### config.mk
export PLATFORM = sky130hd
export DESIGN_NAME = flve_ctrl
export DESIGN_NICKNAME = d
export VERILOG_FILES = /design/src/rtl/flve_pkg.sv /design/src/rtl/flve_ctrl.sv
export SDC_FILE = /design/constraint.sdc
export NUM_CORES = 1
export LEC_CHECK = 0
export ABC_AREA = 1
export BUFFER_PORTS_ARGS = -buffer_cell sky130_fd_sc_hd__buf_4
export CAP_MARGIN = 20
export CORE_MARGIN = 1
export CORE_UTILIZATION = 40
export CTS_CLUSTER_DIAMETER = 60
export CTS_CLUSTER_SIZE = 12
export DETAILED_ROUTE_END_ITERATION = 7
export PLACE_DENSITY = 0.69
export SLEW_MARGIN = 20
export SYNTH_ARGS = -nofsm -noshare
export SYNTH_HDL_FRONTEND = slang
export SYNTH_SLANG_ARGS = --single-unit
### constraint.sdc
create_clock -name i_clk -period 2.64 [get_ports i_clk]
set_input_delay 0 -clock i_clk [delete_from_list [all_inputs] [get_ports i_clk]]
set_output_delay 0 -clock i_clk [all_outputs]
set_load 0.01 [all_outputs]
### src/rtl/flve_pkg.sv
package flve_pkg;

    // Input request and result payloads
    typedef struct packed {
        logic [47:0]        time_us;
        logic signed [15:0] delta_x;
        logic signed [15:0] delta_y;
        logic [15:0]        distance_cm;
        logic               distance_valid;
    } t_in;

    typedef struct packed {
        logic signed [15:0] velocity_x_mm_s;
        logic signed [15:0] velocity_y_mm_s;
        logic [15:0]        distance_out;
        logic               distance_ok;
        logic [23:0]        frame_rate;
    } t_out;

    // Configuration register indexes
    localparam logic [2:0] REG_GAIN   = 3'd0;
    localparam logic [2:0] REG_ALPHA  = 3'd1;
    localparam logic [2:0] REG_DECAY  = 3'd2;
    localparam logic [2:0] REG_MINR   = 3'd3;
    localparam logic [2:0] REG_WINDOW = 3'd4;

    localparam logic [23:0] RST_GAIN   = 24'd468114;
    localparam logic [15:0] RST_ALPHA  = 16'd6554;
    localparam logic [15:0] RST_DECAY  = 16'd58982;
    localparam logic [23:0] RST_MINR   = 24'd256;
    localparam logic [23:0] RST_WINDOW = 24'd1000000;

    localparam logic [27:0] RATE_SCALE = 28'd256000000;
    localparam logic [23:0] SAT24      = 24'hFFFFFF;
    localparam logic [4:0]  DIV_LAST   = 5'd23;

    typedef enum logic [4:0] {
        ST_IDLE, ST_CNT, ST_CHK, ST_DSAT, ST_DIV, ST_DFIN, ST_RG, ST_RGL,
        ST_A, ST_AH, ST_AL, ST_MAG, ST_W1, ST_W2, ST_WS, ST_DEC, ST_DECS, ST_OUT
    } t_state;

    typedef enum logic [4:0] {
        OP_NONE, OP_LOAD, OP_CNT, OP_MDIV, OP_DSAT, OP_DIV, OP_DFIN, OP_MRG,
        OP_LRG, OP_MA, OP_MAH, OP_MAL, OP_MAG, OP_MW1, OP_MW2, OP_WSUM,
        OP_MDEC, OP_DECS, OP_OUT
    } t_op;

    typedef struct packed {
        t_op  op;
        logic axis;
    } t_cmd;

    typedef struct packed {
        logic hit;
        logic sat;
        logic go;
        logic out_free;
    } t_sts;

    // Saturate a wide signed value to the 40-bit smoothed range
    function automatic logic signed [39:0] clamp40(input logic signed [65:0] x);
        logic signed [39:0] res;
        begin
            if (x > 66'sd549755813887) begin
                res = 40'sd549755813887;
            end else if (x < -66'sd549755813888) begin
                res = -40'sd549755813888;
            end else begin
                res = x[39:0];
            end
            return res;
        end
    endfunction

    // Q24.16 to int16, truncated toward zero and saturated
    function automatic logic signed [15:0] to_out16(input logic signed [39:0] s);
        logic [40:0]        mag;
        logic [24:0]        v;
        logic signed [15:0] res;
        begin
            mag = s[39] ? (41'd0 - {s[39], s}) : {1'b0, s};
            v   = mag[40:16];
            if (s[39]) begin
                res = (v > 25'd32768) ? 16'sh8000 : 16'(25'd0 - v);
            end else begin
                res = (v > 25'd32767) ? 16'sh7FFF : v[15:0];
            end
            return res;
        end
    endfunction

endpackage

### src/rtl/flve_ctrl.sv
module flve_ctrl (
    input  logic          i_clk,
    input  logic          i_rst_n,
    input  logic          i_valid,
    input  flve_pkg::t_sts i_sts,
    output flve_pkg::t_cmd o_cmd,
    output logic          o_busy
);
    import flve_pkg::*;

    t_state r_state, n_state;
    logic [4:0] r_cnt;
    logic       r_axis;

    // Advance state, divider count and axis select
    always_ff @(posedge i_clk) begin
        if (!i_rst_n) begin
            r_state <= ST_IDLE;
            r_cnt   <= '0;
            r_axis  <= 1'b0;
        end else begin
            r_state <= n_state;
            if (r_state == ST_DSAT) begin
                r_cnt <= DIV_LAST;
            end else if (r_state == ST_DIV) begin
                r_cnt <= r_cnt - 5'd1;
            end
            if (r_state == ST_RG) begin
                r_axis <= 1'b0;
            end else if (r_state == ST_WS || r_state == ST_DECS) begin
                r_axis <= ~r_axis;
            end
        end
    end

    // Next state
    always_comb begin
        n_state = r_state;
        case (r_state)
            ST_IDLE: if (i_valid) n_state = ST_CNT;
            ST_CNT:  n_state = ST_CHK;
            ST_CHK:  n_state = i_sts.hit ? ST_DSAT : ST_RG;
            ST_DSAT: n_state = i_sts.sat ? ST_DFIN : ST_DIV;
            ST_DIV:  n_state = (r_cnt == 5'd0) ? ST_DFIN : ST_DIV;
            ST_DFIN: n_state = ST_RG;
            ST_RG:   n_state = i_sts.go ? ST_RGL : ST_DEC;
            ST_RGL:  n_state = ST_A;
            ST_A:    n_state = ST_AH;
            ST_AH:   n_state = ST_AL;
            ST_AL:   n_state = ST_MAG;
            ST_MAG:  n_state = ST_W1;
            ST_W1:   n_state = ST_W2;
            ST_W2:   n_state = ST_WS;
            ST_WS:   n_state = r_axis ? ST_OUT : ST_A;
            ST_DEC:  n_state = ST_DECS;
            ST_DECS: n_state = r_axis ? ST_OUT : ST_DEC;
            ST_OUT:  if (i_sts.out_free) n_state = ST_IDLE;
            default: n_state = ST_IDLE;
        endcase
    end

    // Datapath commands
    always_comb begin
        o_cmd.axis = r_axis;
        o_busy     = (r_state != ST_IDLE);
        case (r_state)
            ST_IDLE: o_cmd.op = i_valid ? OP_LOAD : OP_NONE;
            ST_CNT:  o_cmd.op = OP_CNT;
            ST_CHK:  o_cmd.op = i_sts.hit ? OP_MDIV : OP_NONE;
            ST_DSAT: o_cmd.op = OP_DSAT;
            ST_DIV:  o_cmd.op = OP_DIV;
            ST_DFIN: o_cmd.op = OP_DFIN;
            ST_RG:   o_cmd.op = i_sts.go ? OP_MRG : OP_NONE;
            ST_RGL:  o_cmd.op = OP_LRG;
            ST_A:    o_cmd.op = OP_MA;
            ST_AH:   o_cmd.op = OP_MAH;
            ST_AL:   o_cmd.op = OP_MAL;
            ST_MAG:  o_cmd.op = OP_MAG;
            ST_W1:   o_cmd.op = OP_MW1;
            ST_W2:   o_cmd.op = OP_MW2;
            ST_WS:   o_cmd.op = OP_WSUM;
            ST_DEC:  o_cmd.op = OP_MDEC;
            ST_DECS: o_cmd.op = OP_DECS;
            ST_OUT:  o_cmd.op = i_sts.out_free ? OP_OUT : OP_NONE;
            default: o_cmd.op = OP_NONE;
        endcase
    end

endmodule

Yosys cells after proc, flatten, opt, wreduce, memory -nomap -nowiden:

Cells that the tools add are included.
Widths: inputs -> output; s select.

* register bits: 11
* bits of input ports: 7
* output and inout bits: 7
* logic and storage cells: 50

* $add $sub $neg: 1
* equal/unequal tests: 19
* mux-type cells: 16
* bitwise gates (word level): 2
* reduce and logical (&&, ||, !) cells: 8

Operators by type and width (count)
* $pmux 5 s18: 2
* $eq 5x4->1 const B: 8
* $mux 5: 7
* $eq 5x3->1 const B: 4
* $eq 5x2->1 const B: 2
* $eq 5x5->1 const B: 2
* $logic_not 5->1: 2
* $mux 3: 2
* $eq 5x1->1 const B: 1
* $reduce_bool 5->1: 1
* $sub 5x1->5 const B: 1
* $mux 4: 1
* $ne 2x2->1 const B: 2
* $reduce_or 2->1: 2
* $mux 1: 3
* $mux 2: 1
* $not 1->1: 2
* $reduce_and 2->1: 1
* $reduce_bool 2->1: 1
* $logic_or 1x1->1: 1

Logic depth before layout (Yosys ltp):

Gate-level depths: netlist of run 1.

* depth in word-level cells: 3
* gate-level depth with buffers: 10
* mapped depth without buffers: 10

Worst setup path after synthesis of run 1:

No wires, ideal clock.

* kind: reg-to-reg
* from: register r_state[2]
* to: register r_state[0]
* library setup time: 123 ps
* arrival: 1134 ps
* data required time: 2517 ps
* slack: 1383 ps
* stages on the path, launching flop included: 9
* buffers on the path: 0
* period minus slack after synthesis: 1257 ps
* path through: dfxtp_1 > nor2_2 > nand2_1 > nor2_1 > inv_1 > o21ai_0 > inv_1 > nand2_1 > a21oi_2

* word-level cells in the longest chain between the ends: 3
* elaborated cells between the ends (all ways): 22
* those cells by class: 19 x eq/ne; 1 x mux; 2 x reduce/logical

RTL lines
* from (decl): RTL line flve_ctrl.sv:11 `t_state r_state, n_state;`
* from (signal assigned): RTL line flve_ctrl.sv:22 `r_state <= n_state;`
* parallel branches: the longest is 3 deep, another holds $pmux 5 s18

Several ways; the timed one is not identified.
A chain may end at the register's enable or synchronous reset.

==> flow_summary.ini, run 1 <==
[finish]
diodes = 0
fill_cells = 196
area_growth_pct = 18.71
seq_area_sq_um = 220.2
layout-drive-gt1-share_pct = 25.50
final_util_pct = 51.26
multi_input_area_sq_um = 530.5
layout_commonest_cell = nor2_1
final_cell_mix = 21 x nor2_1, 20 x inv_1, 17 x nand2_1
final_cells = 176
fin_nets = 158

[clock_network]
clock_sinks = 11
cts_buffers = 3
clock-root-buffer = clkbuf_4
htreeDepth = 1
clock_latency_ns = 0.28
clkTransAtPathRegs_ns = 0.08
cts_tree = done
postCtsResizedCells = 0
cts_buffer_depth = 2

[sta]
slew_headroom_pct = 79.34
max_freq_ghz = 0.6101
grt_setup_unrepaired = false
worst_hold_slack_ns = 0.08496
worstMarginPinSlew_ns = 0.3096
fin_setup_tns_ns = 0
fin_crit_ns = 1.639
slew_viol_final = 0
finalClockSkew_ns = 0.005644
setup_viol = 0
fin_crit_sh_pct = 62.09
hold_viol = 0

[yosys]
synth_top_family_by_area = simple AND/OR/NAND/NOR gates
synth_area_sq_um = 855.8
synth_cell_types = 28
ys_ff_latch = 11
yosysSeqAreaShare_pct = 25.73
synthMuxAreaShare_pct = 0
synthCells = 132
synthXorXnorAreaFrac_pct = 0
synth_warnings = 0
synth-adder-area-share_pct = 1.462
syn_nets = 140
synth-simple-area-share_pct = 45.18
synth_compound_area_share_pct = 15.35
avgSynthCellArea_sq_um = 6.483

[worst_setup_path]
crit_arrival_ns = 1.64
crit_required_ns = 2.64
end_kind = primary output
critPathLaunchType = flip-flop
critPathMaxFanout = 8
worstSetupPathType = flip-flop to primary output

[drt]
ant_nets = 0
via_count = 917
drtIter0Drc = 37
vias_per_cell = 5.210
wl_per_cell_um = 11.43
routed_wl_um = 2012
firstDrtPassIters = 4
drc = 0

[global_route]
grt_max_degree = 9
grt_usage_pct = 19.98
overflow = 0
grt_pass1_wl_um = 3187
grt_pass1_vias = 741
antenna_found_initial = 0

[die]
ios = 14
coreArea_sq_um = 1982
dieArea_sq_um = 2329
fp-row-count = 16
die_x_um = 48.26
initial_utilization_pct = 43.18
die-height_um = 48.26

[pwr]
power_density_nw_per_um2 = 925.2
p_leak_uw = 0.0004844
peakVddDrop_v = 0.0004195

[flow_run]
drv_cap = 0

[worst_hold_path]
hold_path_class = primary input to flip-flop

[place]
portBuffers = 13
hpwl_um = 1583
place.gp.congestion = 0.9268
dp.cells = 171

[outcome]
outcome = completed
[power breakdown]
group / switching, uW / internal [uW]
logic: 340 / 220
registers: 45.2 / 213
clock network: 62.8 / 58.7
total: 448 / 492
[cell usage after synthesis]
cell type / number / area, sq um
nor2_1: 21 / 78.83
inv_1: 20 / 75.07
nand2_1: 17 / 63.81
dfxtp_1: 11 / 220.2
a21oi_1: 9 / 45.04
nand3_1: 7 / 35.03
inv_2: 6 / 22.52
nand4_1: 5 / 31.28
o21ai_0: 5 / 25.02
nor2_2: 4 / 25.02
nor3_1: 4 / 20.02
nand3_2: 3 / 30.03
nor2_4: 3 / 33.78
nor4_1: 2 / 12.51
o21ai_1: 2 / 10.01
a21boi_2: 1 / 11.26
a21oi_2: 1 / 8.760
a221oi_1: 1 / 8.760
a31oi_1: 1 / 6.260
buf_4: 1 / 7.510
ha_1: 1 / 12.51
nand2_2: 1 / 6.260
nand3_4: 1 / 17.52
nand3b_1: 1 / 7.510
nor3b_2: 1 / 12.51
nor4_2: 1 / 12.51
o2111ai_1: 1 / 8.760
o31ai_1: 1 / 7.510
[per-layer routing]
| layer | track usage, % | vias up | part of all wire (%) |
|---|---|---|---|
| met5 | 0 | - | 0 |
| met4 | 11.11 | 0 | 2.5 |
| met3 | 2.593 | 7 | 5.0 |
| met2 | 30.93 | 30 | 46 |
| met1 | 26.68 | 411 | 46 |
| li1 | - | 469 | - |
[sequential cells by signal (all words and copies together) (netlist names)]
| name | cells |
|---|---|
| r_cnt | 5 |
| r_state | 5 |
| r_axis | 1 |
[cell families after synthesis]
| family | count (synthesis) |
|---|---|
| AND/OR/NAND/NOR | 71 |
| buffers and inverters | 27 |
| AO/OA/AOI/OAI | 22 |
| flip-flops | 11 |
| adder cells (fa/ha/maj) | 1 |
[worst paths after layout]
kind	startpoint	endpoint	depth (start not counted)	slack, ns
max	r_state[0]	o_cmd[1]	8	1.00
min	i_sts[0]	r_state[0]	4	0.08
max reg2reg	r_state[2]	r_state[0]	9	1.24
min reg2reg	r_cnt[3]	r_cnt[3]	2	0.49
[worst max-delay path, cell delays in order (launching register included)]
cell     delay (ns)
dfxtp_1        0.45
inv_2          0.09
nand3_4        0.15
inv_2          0.05
nand2_1        0.05
nand3_1        0.13
nor4_1         0.19
nand3_1        0.10
buf_4          0.15
[layout make-up]
class | count | share of cell area, %
repair buffers | 14 | 10.59
inverters | 26 | 9.606
clock buffers | 4 | 2.586
multi-input cells | 94 | 52.22
flip-flops and latches | 11 | 21.67
well taps | 27 | 3.325
[repair_timing]
action / CTS / global route
setup buffers: 0 / 0
endpoints found under the setup margin: 0 / 0
hold buffers: 1 / 0
hold endpoints to repair: 3 / 0
[metrics by stage]
step	area, sq um	total power (uW)	setup WS [ns]
final	1016	939.9	1.001
after global placement	979.7	811.8	1.256
after global routing	1016	1022	0.8704
after CTS	1016	946.0	0.9933
after detailed placement	979.7	817.8	1.243
after floorplan	855.8	663.7	1.383
No activity file was read; power rests on OpenSTA's default activity.
==> inputs of run 2 (changes only) <==
==> constraint.sdc (replaced) <==
create_clock -name i_clk -period 1.71 [get_ports i_clk]
set_input_delay 0 -clock i_clk [delete_from_list [all_inputs] [get_ports i_clk]]
set_output_delay 0 -clock i_clk [all_outputs]
set_load 0.01 [all_outputs]
==> run 2 against run 1 <==
Net effect: die area unchanged; largest power group unchanged; cell area rose by 2.1%; largest cell class unchanged; critical path depth unchanged; count of clock-buffer cells in the layout is the same; utilization rose by 1.1 points; non-clock buffer count unchanged; setup slack got worse by 0.88 ns.
==> flow_summary.ini, run 2 (synthesized netlist as in run 1, its figures left out) <==
[drt]
ant_nets = 0
drc = 0
routed_wl_um = 2051
firstDrtPassIters = 4
vias_per_cell = 5.136
wl_per_cell_um = 11.65
drtIter0Drc = 24
via_count = 904

[worst_setup_path]
end_kind = primary output
reg2reg_from = r_state[2]
critPathMaxFanout = 8
worstSetupPathType = flip-flop to primary output
startpoint = r_state[4]
crit_arrival_ns = 1.59
crit_required_ns = 1.71
critPathLaunchType = flip-flop

[global_route]
grt_pass1_wl_um = 3187
overflow = 0
grt_max_degree = 9
grt_usage_pct = 19.98
antenna_found_initial = 0
grt_pass1_vias = 741

[die]
fp-row-count = 16
die_x_um = 48.26
coreArea_sq_um = 1982
dieArea_sq_um = 2329
initial_utilization_pct = 43.18
ios = 14
die-height_um = 48.26

[finish]
area_growth_pct = 21.20
reg.largest.list = r_cnt: 5 flops, r_state: 5 flops, r_axis: 1 flops
layout-drive-gt1-share_pct = 29.53
seq_area_sq_um = 224.0
multi_input_area_sq_um = 548.0
final_util_pct = 52.34
fin_nets = 158
layout_commonest_cell = nor2_1
final_cell_mix = 21 x nor2_1, 20 x inv_1, 16 x nand2_1
fill_cells = 199
final_cell_area_sq_um = 1037
diodes = 0

[sta]
setup_viol = 0
slew_headroom_pct = 79.84
fin_setup_tns_ns = 0
worstMarginPinSlew_ns = 0.3021
finalClockSkew_ns = 0.006345
timing.final.ws_setup_ns = 0.1207
fin_crit_sh_pct = 92.94
max_freq_ghz = 0.6292
slew_viol_final = 0
fin_crit_ns = 1.589
hold_viol = 0

[pwr]
peakVddDrop_v = 0.0006507
power_frac_comb_pct = 59.7
total_power_uw = 1473
p_clk_share_pct = 12.8
p_leak_uw = 0.0004905
power_density_nw_per_um2 = 1420
cell_internal_pwr_uw = 769.0
pwr-share-seq_pct = 27.5
p_switching_uw = 704.4
sw_frac_of_total_pct = 47.81

[clock_network]
clock-root-buffer = clkbuf_4
cts_tree = done
clkTransAtPathRegs_ns = 0.08
clock_latency_ns = 0.28
cts_buffer_depth = 2
cts_buffers = 3
post_cts_buffers = 0
htreeDepth = 1
clock_sinks = 11

[worst_hold_path]
hold_start = i_sts[1]
hold_path_class = primary input to flip-flop

[flow_run]
drv_cap = 0

[place]
hpwl_um = 1583
dp_slack_ns = 0.3131
post_dp_cell_area_sq_um = 979.7
place.gp.congestion = 0.9268
portBuffers = 13

[outcome]
outcome = completed
## run 2: cell types whose count changed in the layout (fill, tap and decap cells not counted)
cell,change
o21ai_1,-1
nor2_4,+1
o21ai_2,+1
dfxtp_2,+3
dfxtp_1,-3
nor2_2,-1
nor4_2,+1
nor4_1,-1
nand2_1,-1
nand2_2,+1
## run 2: metrics by stage
step / hold WS (ns) / std cells
4_1_cts: 0.07872 / 176
3_5_place_dp: 0.2389 / 171
2_1_floorplan: 0.1104 / 132
5_1_grt: 0.1039 / 176
3_3_place_gp: 0.2348 / 171
6_report: 0.08664 / 176
## run 2: path summary, 6_finish.rpt
path | endpoint | slack, ns | depth (start not counted)
worst max-delay path | o_cmd[1] | 0.12 | 8
worst min-delay path | r_state[3] | 0.09 | 4
worst min register to register | r_cnt[3] | 0.49 | 2
worst max register to register | r_state[0] | 0.29 | 9
## run 2: area by class of cell
| cell class | instances | area share (%) |
|---|---|---|
| Clock buffer | 4 | 2.533 |
| Inverter | 26 | 9.409 |
| Multi-Input combinational cell | 94 | 52.84 |
| Sequential cell | 11 | 21.59 |
| Tap cell | 27 | 3.257 |
| Timing Repair Buffer | 14 | 10.37 |
## run 2: power by group through the flow
| stage | combinational [uW] | sequential, uW | clock, uW |
|---|---|---|---|
| after floorplan | 630 | 394 | 0 |
| after detailed placement | 857 | 406 | 0 |
| after global placement | 850 | 404 | 0 |
| after CTS | 864 | 399 | 197 |
| final | 880 | 405 | 188 |
| after global routing | 982 | 412 | 208 |
## run 2: metal layers
layer / share of wire [%] / global-route usage (%) / up-vias
met1: 48 / 26.68 / 411
met4: 0.44 / 11.11 / 0
met5: 0 / 0 / -
li1: - / - / 470
met3: 4.2 / 2.593 / 2
met2: 48 / 30.93 / 21
## run 2: what timing repair did
| action | 4_1_cts | 5_1_grt |
|---|---|---|
| hold buffers | 1 | 0 |
| gates resized for setup | 0 | 7 |
| endpoints found under the hold margin | 3 | 0 |
| endpoints found under the setup margin | 0 | 3 |
## run 2: worst max-delay path, cell delays in order, from the launching register on
cell and delay, ns:
dfxtp_2 0.37, inv_2 0.11, nand3_4 0.15, inv_2 0.05, nand2_1 0.05, nand3_1 0.13
nor4_2 0.19, nand3_1 0.10, buf_4 0.15
==> inputs of run 3 (changes only) <==
--- a/config.mk
+++ b/config.mk
@@ -8,7 +8,7 @@
 export ABC_AREA = 1
 export BUFFER_PORTS_ARGS = -buffer_cell sky130_fd_sc_hd__buf_4
 export CAP_MARGIN = 20
-export CORE_MARGIN = 1
+export CORE_MARGIN = 2
 export CORE_UTILIZATION = 40
 export CTS_CLUSTER_DIAMETER = 60
 export CTS_CLUSTER_SIZE = 12
==> run 3 against run 2 <==
Net effect: fmax down 1.7%; largest power group unchanged; flip-flop and latch count stayed put; die area grew 8.5%; critical path depth down 2; worst hold slack got worse by 0.017 ns; sequential share of layout area is 0.23 points higher; global-route usage shrank 2.8 points; final cell count did not move.
==> flow_summary.ini, run 3 (synthesized netlist as in run 1, its figures left out) <==
[worst_setup_path]
worstSetupPathType = flip-flop to primary output
critical_path.cell_chain = nor2_2, inv_1, nor2_4, nor2_2, o2111ai_1, buf_4
cpMostUsedCell = nor2_2
reg2reg_to = r_state[0]
critPathBufInv = 2
end_kind = primary output
reg2reg_from = r_state[2]
rr_worst_depth = 9
crit_arrival_ns = 1.62
path_delay_family = simple AND/OR/NAND/NOR gates
critPathLaunchType = flip-flop
slowest_stage = dfxtp_1
cpPeakStageDelay_ns = 0.36
critPathMaxFanout = 6
setup.reg_to_reg.worst_slack_ns = 0.28
crit_required_ns = 1.71

[sta]
fin_setup_tns_ns = 0
slew_viol_final = 0
fin_crit_ns = 1.616
finalClockSkew_ns = 0.005308
hold_viol = 0
setup_viol = 0
timing.final.ws_setup_ns = 0.09366
fin_crit_sh_pct = 94.52
slew_headroom_pct = 79.97
max_freq_ghz = 0.6187
worstMarginPinSlew_ns = 0.3001
grt_setup_unrepaired = false

[clock_network]
clock-root-buffer = clkbuf_4
cts_tree = done
clock_sinks = 11
post_cts_buffers = 0
clkTransAtPathRegs_ns = 0.08
cts_buffers = 3
htreeDepth = 1
clock_latency_ns = 0.28
cts_buffer_depth = 2

[finish]
area_growth_pct = 20.61
diodes = 0
fin_nets = 158
layout_commonest_cell = nor2_1
final_cell_mix = 21 x nor2_1, 20 x inv_1, 16 x nand2_1
seq_area_sq_um = 225.2
layout-drive-gt1-share_pct = 29.53
reg.largest.list = r_cnt: 5 flops, r_state: 5 flops, r_axis: 1 flops
fill_cells = 208
final_cells = 176
final_util_pct = 52.08
multi_input_area_sq_um = 541.8

[place]
place.gp.congestion = 0.8982
hpwl_um = 1637
dp.cells = 171
dp_slack_ns = 0.3277
portBuffers = 13

[global_route]
grt_max_degree = 9
met3_usage_pct = 1.786
overflow = 0
grtUsageMet1_pct = 23.63
busiest_layer = met2
antenna_found_initial = 0
grt_pass1_wl_um = 3284
met2_usage_pct = 26.75
grt_pass1_vias = 747
grt_usage_pct = 17.23

[die]
ios = 14
die_x_um = 50.26
coreArea_sq_um = 1982
initial_utilization_pct = 43.18
fp-row-count = 16
die-height_um = 50.26
dieArea_sq_um = 2526

[drt]
via_count = 924
ant_nets = 0
drtIter0Drc = 32
firstDrtPassIters = 4
vias_per_cell = 5.250
routed_wl_um = 2049
drc = 0
wl_per_cell_um = 11.64

[worst_hold_path]
whs_endpoint = r_state[0]
hold_start = i_sts[0]
hold_depth = 4
hold_path_class = primary input to flip-flop

[flow_run]
drv_cap = 0

[outcome]
outcome = completed

[pwr]
p_leak_uw = 0.0004895
peakVddDrop_v = 0.0006557
power_density_nw_per_um2 = 1424
==> run 3: cell types whose count changed in the layout (fill, tap and decap cells not counted) <==
| cell | previous run | this run |
|---|---|---|
| dfxtp_1 | 8 | 7 |
| nor4_2 | 2 | 1 |
| nor4_1 | 1 | 2 |
| dfxtp_2 | 3 | 4 |
==> run 3: where the power goes <==
group / internal (uW) / leakage (uW) / switching, uW / total [uW]
clock: 90.5 / 0.0000150 / 96.0 / 187
sequential: 334 / 0.0000912 / 73.6 / 407
combinational: 341 / 0.000383 / 535 / 877
==> run 3: layout make-up <==
cell class,count,area share [%]
Timing Repair Buffer,14,10.42
Sequential cell,11,21.82
Inverter,26,9.455
Multi-Input combinational cell,94,52.48
Tap cell,27,3.273
Clock buffer,4,2.545
==> run 3: what timing repair did <==
item / 4_1_cts / 5_1_grt
hold buffers: 1 / 0
endpoints found under the setup margin: 0 / 4
gates resized for setup: 0 / 7
endpoints found under the hold margin: 3 / 0
==> run 3: worst max-delay path by stage <==
| stage | startpoint | to | slack [ns] | cells after the start |
|---|---|---|---|---|
| floorplan | r_state[2] | r_state[0] | 0.45 | 8 |
| global placement | r_state[2] | r_state[0] | 0.32 | 9 |
| detailed placement | r_state[2] | r_state[0] | 0.33 | 8 |
| CTS | r_state[4] | o_cmd[3] | 0.04 | 6 |
| global route | r_state[2] | o_cmd[3] | 0.007 | 7 |
| finish | r_state[2] | o_cmd[3] | 0.09 | 6 |
==> run 3: metal layers <==
metal | wire [um] | up-vias | share of wire [%]
met5 | 0 | - | 0
met2 | 933 | 31 | 46
li1 | - | 470 | -
met4 | 39 | 0 | 1.9
met1 | 971 | 418 | 47
met3 | 104 | 5 | 5.1
==> run 3: tightest hold or removal path, cell delays in order <==
cell     delay [ns]
buf_4          0.08
inv_1          0.03
nand4_1        0.13
a21oi_2        0.07
==> run 3: through the flow <==
step	total power, uW	area (sq um)	hold slack (ns)
global placement	1251	979.7	0.2356
finish	1470	1032	0.06920
CTS	1454	1016	0.07286
global route	1599	1032	0.08314
floorplan	1025	855.8	0.1104
detailed placement	1264	979.7	0.2441
